**config.mk**
```make
export PLATFORM = sky130hd
export DESIGN_NAME = sorted_event_table
export DESIGN_NICKNAME = d
export VERILOG_FILES = /design/src/design/set_pkg.sv /design/src/design/sorted_event_table.sv /design/src/design/set_ram.sv
export SDC_FILE = /design/constraint.sdc
export NUM_CORES = 2
export LEC_CHECK = 0
export BUFFER_PORTS_ARGS = -buffer_cell sky130_fd_sc_hd__buf_4
export CAP_MARGIN = 25
export CORE_AREA = 4 4 555 557
export CTS_BUF_LIST = sky130_fd_sc_hd__clkbuf_4 sky130_fd_sc_hd__clkbuf_8 sky130_fd_sc_hd__clkbuf_16
export CTS_CLUSTER_SIZE = 24
export DETAILED_ROUTE_END_ITERATION = 8
export DIE_AREA = 0 0 559 561
export GPL_TIMING_DRIVEN = 0
export REMOVE_ABC_BUFFERS = 1
export SLEW_MARGIN = 20
export SYNTH_ARGS = -nofsm -noshare
export SYNTH_HDL_FRONTEND = slang
export SYNTH_SLANG_ARGS = --single-unit
export TNS_END_PERCENT = 20
```
**constraint.sdc**
```tcl
create_clock -name clk_i -period 11.7 [get_ports clk_i]
set_clock_uncertainty 0.15 [all_clocks]
set_input_delay 2.34 -clock clk_i [delete_from_list [all_inputs] [get_ports clk_i]]
set_output_delay 2.34 -clock clk_i [all_outputs]
set_load 0.02 [all_outputs]
```
**src/design/set_pkg.sv**
```systemverilog
// Package for sorted_event_table: field widths, request kinds, status codes, entry type.
// No dependencies.
`timescale 1ns / 1ps
package set_pkg;
  localparam int unsigned KeyW = 34;
  localparam int unsigned DayShift = 11;
  localparam int unsigned DefDepth = 32;

  typedef enum logic [2:0] {
    KIND_INSERT = 3'd0,
    KIND_LIST   = 3'd1,
    KIND_DAY    = 3'd2,
    KIND_FIND   = 3'd3,
    KIND_MODIFY = 3'd4,
    KIND_DELETE = 3'd5,
    KIND_CLEAR  = 3'd6,
    KIND_NONE   = 3'd7
  } kind_e;

  localparam logic [1:0] StOk   = 2'd0;
  localparam logic [1:0] StMiss = 2'd1;
  localparam logic [1:0] StFull = 2'd2;

  typedef struct packed {
    logic [KeyW-1:0] key;
    logic [31:0]     code;
    logic [31:0]     dur;
  } entry_t;

  localparam int unsigned EntryW = $bits(entry_t);
endpackage

```
**src/design/sorted_event_table.sv**
```systemverilog
// Sorted event table: up to DEPTH events kept in key order in one RAM. Every request but
// clear, none and an insert on a full table walks the table through a single read port:
// each stored entry is read, then compared or moved. Finds, modifies, deletes and day
// searches share one key comparator; inserts use an ordering compare of their own, and
// inserts and deletes move entries one step at a time. Lists and
// day searches also stall on each result that waits. The block takes no new transfer
// until the last result of a request is taken. Uses set_pkg and set_ram.
`timescale 1ns / 1ps
module sorted_event_table
  import set_pkg::*;
#(
  parameter int unsigned DEPTH = DefDepth
) (
  input  logic         clk_i,
  input  logic         rst_ni,
  input  logic         s_axis_tvalid,
  output logic         s_axis_tready,
  // tdata: year[13:0], month[17:14], day[22:18], hour[27:23], minute[33:28],
  //        event_code[65:34], duration_word[97:66], zero pad to 104
  input  logic [103:0] s_axis_tdata,
  input  logic [2:0]   s_axis_tuser,  // kind
  output logic         m_axis_tvalid,
  input  logic         m_axis_tready,
  // tdata: out_code[31:0], out_year[45:32], out_month[49:46], out_day[54:50],
  //        out_hour[59:55], out_minute[65:60], out_duration[97:66], zero pad to 104
  output logic [103:0] m_axis_tdata,
  output logic [1:0]   m_axis_tuser,  // status
  output logic         m_axis_tlast
);
  localparam int unsigned AW = $clog2(DEPTH);
  localparam int unsigned CW = $clog2(DEPTH + 1);

  typedef enum logic [3:0] {
    S_IDLE, S_SCAN, S_SCAN_W, S_SHIFT_R, S_SHIFT_W, S_PUT, S_OUT, S_DEL_R, S_DEL_W
  } state_e;

  state_e          state_q;
  kind_e           kind_q;
  logic [KeyW-1:0] key_q;
  logic [31:0]     code_q, dur_q;
  logic [CW-1:0]   cnt_q, idx_q, pos_q;
  logic            pend_q;
  entry_t          pend_ent_q;

  logic            we;
  logic [AW-1:0]   waddr, raddr;
  entry_t          wdata, rdata;

  // Result register
  logic            ov_q, olast_q;
  logic [1:0]      ost_q;
  entry_t          oent_q;

  set_ram #(.Width(EntryW), .Depth(DEPTH)) u_ram (
    .clk_i, .we_i(we), .waddr_i(waddr), .wdata_i(wdata), .raddr_i(raddr), .rdata_o(rdata)
  );

  logic [KeyW-1:0] in_key;
  assign in_key = {s_axis_tdata[13:0], s_axis_tdata[17:14], s_axis_tdata[22:18],
                   s_axis_tdata[27:23], s_axis_tdata[33:28]};

  logic out_free, match, out_load;
  assign out_free = !ov_q || m_axis_tready;
  assign s_axis_tready = (state_q == S_IDLE) && !ov_q;
  // shared comparator: equality on exact key or on the day prefix
  assign match = (kind_q == KIND_DAY) ?
                 (rdata.key[KeyW-1:DayShift] == key_q[KeyW-1:DayShift]) :
                 (rdata.key == key_q);

  // load the result register this cycle
  assign out_load =
    (state_q == S_IDLE && s_axis_tvalid && s_axis_tready &&
     ((kind_e'(s_axis_tuser) == KIND_INSERT && cnt_q == CW'(DEPTH)) ||
      kind_e'(s_axis_tuser) == KIND_CLEAR)) ||
    (state_q == S_SCAN && idx_q >= cnt_q && kind_q != KIND_INSERT && out_free) ||
    (state_q == S_SCAN_W && (kind_q == KIND_LIST || (kind_q == KIND_DAY && match)) &&
     pend_q && out_free) ||
    ((state_q == S_PUT || state_q == S_OUT) && out_free);

  always_comb begin
    we = 1'b0;
    waddr = idx_q[AW-1:0];
    wdata = rdata;
    raddr = idx_q[AW-1:0];
    unique case (state_q)
      S_SHIFT_W: begin
        we = 1'b1;
        waddr = AW'(idx_q + CW'(1));
      end
      S_PUT: begin
        we = 1'b1;
        waddr = pos_q[AW-1:0];
        wdata = '{key: key_q, code: code_q, dur: dur_q};
      end
      S_OUT: begin
        we = (kind_q == KIND_MODIFY);
        waddr = pos_q[AW-1:0];
        wdata = pend_ent_q;
      end
      S_DEL_W: begin
        we = 1'b1;
        waddr = AW'(idx_q - CW'(1));
      end
      default: ;
    endcase
  end

  always_ff @(posedge clk_i or negedge rst_ni) begin
    if (!rst_ni) begin
      state_q <= S_IDLE;
      cnt_q   <= '0;
      ov_q    <= 1'b0;
      pend_q  <= 1'b0;
    end else begin
      ov_q <= out_load || (ov_q && !m_axis_tready);
      unique case (state_q)
        S_IDLE: begin
          if (s_axis_tvalid && s_axis_tready) begin
            kind_q <= kind_e'(s_axis_tuser);
            key_q  <= in_key;
            code_q <= s_axis_tdata[65:34];
            dur_q  <= s_axis_tdata[97:66];
            idx_q  <= '0;
            pend_q <= 1'b0;
            unique case (kind_e'(s_axis_tuser))
              KIND_INSERT: begin
                if (cnt_q == CW'(DEPTH)) begin
                  ost_q <= StFull; oent_q <= '0; olast_q <= 1'b1;
                end else begin
                  state_q <= S_SCAN;
                end
              end
              KIND_CLEAR: begin
                cnt_q <= '0;
                ost_q <= StOk; oent_q <= '0; olast_q <= 1'b1;
              end
              KIND_NONE: ;
              default: state_q <= S_SCAN;
            endcase
          end
        end
        // issue read of idx_q
        S_SCAN: begin
          if (idx_q >= cnt_q) begin
            // end of table
            if (kind_q == KIND_INSERT) begin
              pos_q <= idx_q;
              idx_q <= (cnt_q == '0) ? '0 : cnt_q - CW'(1);
              state_q <= (cnt_q == '0) ? S_PUT : S_SHIFT_R;
            end else if (out_free) begin
              if (pend_q) begin
                ost_q <= StOk; oent_q <= pend_ent_q; olast_q <= 1'b1;
              end else begin
                ost_q <= StMiss; oent_q <= '0; olast_q <= 1'b1;
              end
              pend_q <= 1'b0;
              state_q <= S_IDLE;
            end
          end else begin
            state_q <= S_SCAN_W;
          end
        end
        S_SCAN_W: begin
          if (kind_q == KIND_INSERT) begin
            if (rdata.key >= key_q) begin
              pos_q <= idx_q;
              idx_q <= cnt_q - CW'(1);
              state_q <= S_SHIFT_R;
            end else begin
              idx_q <= idx_q + CW'(1);
              state_q <= S_SCAN;
            end
          end else if (kind_q == KIND_LIST || kind_q == KIND_DAY) begin
            if (kind_q == KIND_LIST || match) begin
              // hold one hit back so the last one can carry tlast
              if (!pend_q || out_free) begin
                if (pend_q) begin
                  ost_q <= StOk; oent_q <= pend_ent_q; olast_q <= 1'b0;
                end
                pend_q <= 1'b1;
                pend_ent_q <= rdata;
                idx_q <= idx_q + CW'(1);
                state_q <= S_SCAN;
              end
            end else begin
              idx_q <= idx_q + CW'(1);
              state_q <= S_SCAN;
            end
          end else begin
            if (match) begin
              pos_q <= idx_q;
              pend_ent_q <= '{key: rdata.key, code: rdata.code,
                              dur: (kind_q == KIND_MODIFY) ? dur_q : rdata.dur};
              state_q <= S_OUT;
            end else begin
              idx_q <= idx_q + CW'(1);
              state_q <= S_SCAN;
            end
          end
        end
        // move entry idx_q up by one, walking down to pos_q
        S_SHIFT_R: begin
          if (idx_q < pos_q || idx_q >= cnt_q) begin
            state_q <= S_PUT;
          end else begin
            state_q <= S_SHIFT_W;
          end
        end
        S_SHIFT_W: begin
          if (idx_q == pos_q) begin
            state_q <= S_PUT;
          end else begin
            idx_q <= idx_q - CW'(1);
            state_q <= S_SHIFT_R;
          end
        end
        S_PUT: begin
          if (out_free) begin
            cnt_q <= cnt_q + CW'(1);
            ost_q <= StOk; olast_q <= 1'b1;
            oent_q <= '{key: key_q, code: code_q, dur: dur_q};
            state_q <= S_IDLE;
          end
        end
        S_OUT: begin
          if (out_free) begin
            ost_q <= StOk; olast_q <= 1'b1; oent_q <= pend_ent_q;
            if (kind_q == KIND_DELETE) begin
              idx_q <= pos_q + CW'(1);
              state_q <= S_DEL_R;
            end else begin
              state_q <= S_IDLE;
            end
          end
        end
        // pull entry idx_q down by one
        S_DEL_R: begin
          if (idx_q >= cnt_q) begin
            cnt_q <= cnt_q - CW'(1);
            state_q <= S_IDLE;
          end else begin
            state_q <= S_DEL_W;
          end
        end
        S_DEL_W: begin
          idx_q <= idx_q + CW'(1);
          state_q <= S_DEL_R;
        end
        default: state_q <= S_IDLE;
      endcase
    end
  end

  assign m_axis_tvalid = ov_q;
  assign m_axis_tuser  = ost_q;
  assign m_axis_tlast  = olast_q;
  assign m_axis_tdata  = {6'd0, oent_q.dur, oent_q.key[5:0], oent_q.key[10:6],
                          oent_q.key[15:11], oent_q.key[19:16], oent_q.key[33:20],
                          oent_q.code};
endmodule

```
**src/design/set_ram.sv**
```systemverilog
// Generic single-port-write, single-port-read RAM with registered read.
// No dependencies.
`timescale 1ns / 1ps
module set_ram #(
  parameter int unsigned Width = 8,
  parameter int unsigned Depth = 32
) (
  input  logic                     clk_i,
  input  logic                     we_i,
  input  logic [$clog2(Depth)-1:0] waddr_i,
  input  logic [Width-1:0]         wdata_i,
  input  logic [$clog2(Depth)-1:0] raddr_i,
  output logic [Width-1:0]         rdata_o
);
  logic [Width-1:0] mem [Depth];

  always_ff @(posedge clk_i) begin
    if (we_i) begin
      mem[waddr_i] <= wdata_i;
    end
    rdata_o <= mem[raddr_i];
  end
endmodule
```
**Word-level counts from Yosys, hierarchy flattened**

Memory sizes are Yosys's and may differ from the RTL's. A register that Yosys moved wholly into a read port is not among the register bits.
Index checks and enable logic that the tools add are counted.

- Magnitude comparators: 3
- Reductions and logical operators: 55
- Bitwise gates (word level): 1
- $add $sub $neg: 5
- Equality and inequality tests: 46
- Multiplexer cells: 106

Operator list:

| cell | count |
|---|---|
| $mux 98 | 17 |
| $pmux 98 s5 | 1 |
| $pmux 98 s2 | 2 |
| $mux 6 | 23 |
| $mux 4 | 11 |
| $pmux 4 s9 | 1 |
| $pmux 6 s6 | 1 |
| $eq 34x34->1 | 1 |
| $ge 34x34->1 | 1 |
| $mux 32 | 1 |
| $mux 2 | 12 |
| $eq 23x23->1 | 1 |
| $mux 1 | 23 |
| $ne 2x1->1 const B | 11 |
| $add 6x1->6 const B | 3 |
| $ne 2x2->1 const B | 9 |
| $pmux 6 s3 | 1 |
| $eq 4x3->1 const B | 4 |
| $logic_and 1x1->1 | 15 |
| $pmux 5 s3 | 1 |
| $reduce_and 15->1 | 1 |
| $reduce_and 14->1 | 1 |
| $eq 3x3->1 const B | 4 |
| $logic_or 1x1->1 | 12 |
| 42 further kinds | 59 |

- Word-level logic and storage cells: 235
- Output and inout bits: 109
- Memories: 1
- Bits of input ports: 111
- RAM bits: 3,136
- Bits in registers: 324

Memory list:

| memory | words | width | rd ports | clocked after Yosys merged registers in | wr ports | line | RTL |
|---|---|---|---|---|---|---|---|
| u_ram.mem | 32 | 98 | 1 | 1 | 1 | set_ram.sv:15 | `logic [Width-1:0] mem [Depth];` |

**Logic depth before layout (Yosys ltp)**

- Depth after elaboration: 10
- Gate-level depth with buffers: 14
- Mapped depth without buffers: 9

**Hierarchy**

Synthesis repeated with hierarchy kept, for this count alone.

- Cell total of the unflattened synthesis: 6,974
- Area total of the unflattened synthesis: 136,691.1 um^2

By module, submodules not included:

| module | sequential area each (um^2) | area an instance (um^2) | times used | cells an instance |
|---|---|---|---|---|
| set_ram | 96,132.2 | 121,039.8 | 1 | 5,704 |
| sorted_event_table | 9,669.3 | 15,651.3 | 1 | 1,270 |

**Least setup slack after synthesis**

No wires, ideal clock.

- Kind: in2reg
- Start: in s_axis_tuser[2]
- End: reg oent_q, in the netlist m_axis_tdata[0] (enable)
- Cell stages on the path: 5
- Arrival time: 9.991 ns
- Setup slack: 0.884 ns
- Library setup time: 0.675 ns
- Required time: 10.875 ns
- Buffers on the path: 0
- Cells stage by stage: or4_1 a21oi_1 nand2b_1 o211ai_1 nor3_1

- Longest elaborated chain between the ends: 3
- Elaborated cells on any way between the ends: 5
- Classes of those cells: 3 x eq/ne; 2 x reduce/logical

Ends and longest elaborated chain:

| what | line | RTL |
|---|---|---|
| start, declared | sorted_event_table.sv:21 | `input logic [2:0] s_axis_tuser,` |
| $eq 3x3->1 or $logic_not 3->1 (tied branches) | sorted_event_table.sv:125 | `unique case (kind_e'(s_axis_tuser))` |
| $ne 3x1->1 (no line) or $ne 3x2->1 (tied branches) | n/a |  |
| $reduce_and 15->1 (no line) (*) | n/a |  |
| end signal, assigned | sorted_event_table.sv:221 | `oent_q <= '{key: key_q, code: code_q, dur: dur_q};` |
| end, declared | sorted_event_table.sv:52 | `entry_t oent_q;` |

Every way passes the cells marked *; elsewhere a longest branch is shown, timed or not.
A chain may end at the register's enable or synchronous reset.

**Worst setup path after layout**

- Start: reg state_q[3]
- End: mem u_ram.mem[24][60] (netlist bit) (enable)

- Longest elaborated chain between the ends: 5
- Elaborated cells on any way between the ends: 10
- Classes of those cells: 4 x eq/ne; 4 x mux; 2 x reduce/logical

Ends and longest elaborated chain:

| what | line | RTL |
|---|---|---|
| start, declared | sorted_event_table.sv:37 | `state_e state_q;` |
| start signal, assigned | sorted_event_table.sv:149 | `state_q <= (cnt_q == '0) ? S_PUT : S_SHIFT_R;` |
| $eq 4x3->1 or $eq 4x4->1 (tied branches) | sorted_event_table.sv:85 | `unique case (state_q)` |
| $reduce_or 3->1 (no line) | n/a |  |
| $pmux 1 s2 | sorted_event_table.sv:85 |  |
| $mux 1 | set_ram.sv:18 | `if (we_i) begin` |
| $mux 1 (implied by the code) | set_ram.sv:19 | `mem[waddr_i] <= wdata_i;` |
| end, declared | set_ram.sv:15 |  |

Several ways; a longest one is shown, not always the timed one.

==> metrics.yaml <==
core_mm2: 0.3025
setup_ws_ns: 4.911
drive_gt1_share_pct: 36.56
grt_usage_pct: 22.93
fp.dieH_um: 561
power_leakage_nw: 53.82
nets: 6899
cpMaxStageDelayCell: "dfrtp_1"
hold_violations: 0
critPathRequiredTime_ns: 12.15
cts_tree: "built"
syn_area_mm2: 0.1361
critPathLaunchType: "register"
grt_max_degree: 47
clock_path_buffers: 4
area.growth.synth_to_final_pct: 22.27
yosysUniqueCellTypes: 69
pin_count: 220
antenna_left: 0
seq_area_frac_synth_pct: 77.76
crit_path_max_incr_delay_ns: 0.93
first_pass_iters: 8
clockRootBuffer: "clkbuf_16"
period_needed_ns: 6.789
ir_drop_v: 0.0001431
clkTransAtPathRegs_ns: 0.06
cts_resized: 0
nFillCells: 21970
cp_top_family: "simple AND/OR/NAND/NOR gates"
numCtsBuffers: 373
drt-vias-per-instance: 6.093
drt_wl_total_um: 364600
clkLatencyLatePin_ns: 0.92
min_period_over_period_pct: 58.03
cts_max_level: 5
grt_antenna_before_repair: 6
dp_slack_ns: 5.043
clock_sinks: 3558
path_cells: "nor2b_1, and2_4, buf_16, buf_16, buf_16, nor2_4, buf_12, buf_12, o22ai_1, nor2_1, nand3_1, nor2_4, buf_16, buf_16, buf_16, buf_12, buf_12, buf_16"
dieArea_mm2: 0.3136
cpMostUsedCell: "buf_16"
synth-edff-count: 3448
finalSetupTns_ns: 0
port_buffers: 207
yosys_warnings: 0
grt_pass1_wl_um: 514400
hold_ws_ns: 0.2771
status: "finished, final reports clean"
critical_path_class: "register to register"
hpwl_um: 247900
synth-seq-cells: 3558
crit_arrival_ns: 7.24
grt_pass1_vias: 67370
maxCapViolCount: 0
syn_area_per_cell_um2: 23.07
drc_errors: 0
critPathMaxFanout: 46
drtIter0Drc: 9763
final_max_slew_viol_count: 0
fmax_mhz: 147.3
holdBufCountCts: 0
post_cts_buffers: 0
worst_pin_slew_ns: 1.310
rsz0062_at_grt: "false"
crit_path_end_kind: "register"
grt_overflow: 0
synth_ff_type: "edfxtp_1"
hold_path_class: "register to register"
wire_per_inst_um: 33.06
syn-instance-count: 5899
timing.slew.headroom_pct: 11.75
crit_buf_inv: 11
power_density_mw_per_mm2: 255.1
vias: 67200
initial_core_util_pct: 44.98
die_w_um: 559
ys_async_sr_fraction_pct: 0.3373
rows: 202
setup-violations-final: 0
finalWeightedCongestion: 0.7866
## worst paths after layout
path	start	to	slack (ns)	depth (start not counted)
worst max-delay path	state_q[3]$_DFFE_PN0P_	u_ram.mem[24][60]$_DFFE_PP_	4.91	18
worst min-delay path	u_ram.rdata_o[52]$_DFF_P_	pend_ent_q[52]$_DFFE_PP_	0.28	0
worst max register to register	state_q[3]$_DFFE_PN0P_	u_ram.mem[24][60]$_DFFE_PP_	4.91	18
worst min register to register	u_ram.rdata_o[52]$_DFF_P_	pend_ent_q[52]$_DFFE_PP_	0.28	0
max in group asynchronous	rst_ni	pend_q$_DFFE_PN0P_	10.08	1
min in group asynchronous	rst_ni	m_axis_tvalid$_DFF_PN0_	1.12	1
## through the flow
step	util, %	cell area, µm²	std cells	power, W
after global routing	54.99	166400	11030	0.04412
after floorplan	-	134800	5587	0.02753
after CTS	54.98	166300	11020	0.04274
after global placement	46.71	141300	9772	0.02954
final	54.99	166400	11030	0.04244
after detailed placement	50.73	153500	10340	0.03042
## cells by family after synthesis
group / after synthesis / share of synthesized area, %
multiplexers: 1117 / 17.35
flip-flops: 3558 / 77.76
XOR/XNOR: 14 / 0.09011
AO/OA/AOI/OAI: 344 / 1.793
other: 1 / 0.002756
AND/OR/NAND/NOR: 441 / 1.414
adder cells (fa/ha/maj): 53 / 0.4855
buffers and inverters: 371 / 1.109
## registers in the layout (all words and copies together) (netlist names)
name           count
u_ram.mem       3136
m_axis_tdata      98
pend_ent_q        98
u_ram.rdata_o     98
key_q             34
code_q            32
dur_q             32
cnt_q              6
idx_q              6
pos_q              6
state_q            4
kind_q             3
m_axis_tuser       2
m_axis_tlast       1
m_axis_tvalid      1
pend_q             1
## worst register-to-register path, delay by kind of cell (launching register included)
kind | cells | cell delay [ns]
simple gates | 6 | 2.71
buf+inv | 11 | 2.55
flops | 1 | 0.93
compound gates | 1 | 0.13
## layout by cell type (no fill, tap or decap), types with 12 or more instances in the layout
cell,count
a21oi_1,38
a22o_1,66
a22oi_1,103
buf_12,145
buf_16,223
buf_4,224
buf_8,173
bufinv_16,47
clkbuf_16,382
clkbuf_4,69
clkbuf_8,28
clkinv_1,48
clkinv_2,61
clkinvlp_4,26
dfrtp_1,12
dfxtp_1,98
edfxtp_1,3448
ha_1,52
inv_1,54
mux2_2,132
mux4_2,980
nand2_1,270
nand4_1,12
nor2_1,42
nor2_4,34
nor3_1,20
o21ai_0,64
o22ai_1,13
## report_power, final
group | leakage, nW | switching, W | total (W) | internal (W)
clock network | 6.35 | 0.00493 | 0.0123 | 0.00737
registers | 32.0 | 0.000368 | 0.0175 | 0.0171
logic | 15.4 | 0.00676 | 0.0126 | 0.00586
## cell type report
type | count | area, µm² | area share, %
Inverter | 54 | 202.7 | 0.1218
Clock buffer | 479 | 10460 | 6.289
Tap cell | 3978 | 4977 | 2.992
Sequential cell | 3558 | 105800 | 63.59
Clock inverter | 205 | 2404 | 1.445
Timing Repair Buffer | 774 | 13420 | 8.067
Multi-Input combinational cell | 1975 | 29090 | 17.48
Antenna cell | 6 | 15.01 | 0.009025
## synth_stat cells (52+ instances only)
cell / number / share of area, %
mux2_2: 132 / 1.1
clkbuf_1: 191 / 0.53
o21ai_0: 67 / 0.25
buf_1: 66 / 0.18
edfxtp_1: 3448 / 76
mux4_2: 980 / 16
ha_1: 52 / 0.48
a22oi_1: 103 / 0.57
inv_1: 54 / 0.15
dfxtp_1: 98 / 1.4
nand2_1: 271 / 0.75
nor2_1: 75 / 0.21
a22o_1: 66 / 0.42
## routing by layer
| metal | track usage [%] | share of wire [%] |
|---|---|---|
| met5 | 0 | 0.0036 |
| met4 | 5.619 | 2.4 |
| met3 | 4.151 | 8.8 |
| met2 | 34.35 | 46 |
| met1 | 35.22 | 43 |
(Power assumes the default switching activity.)
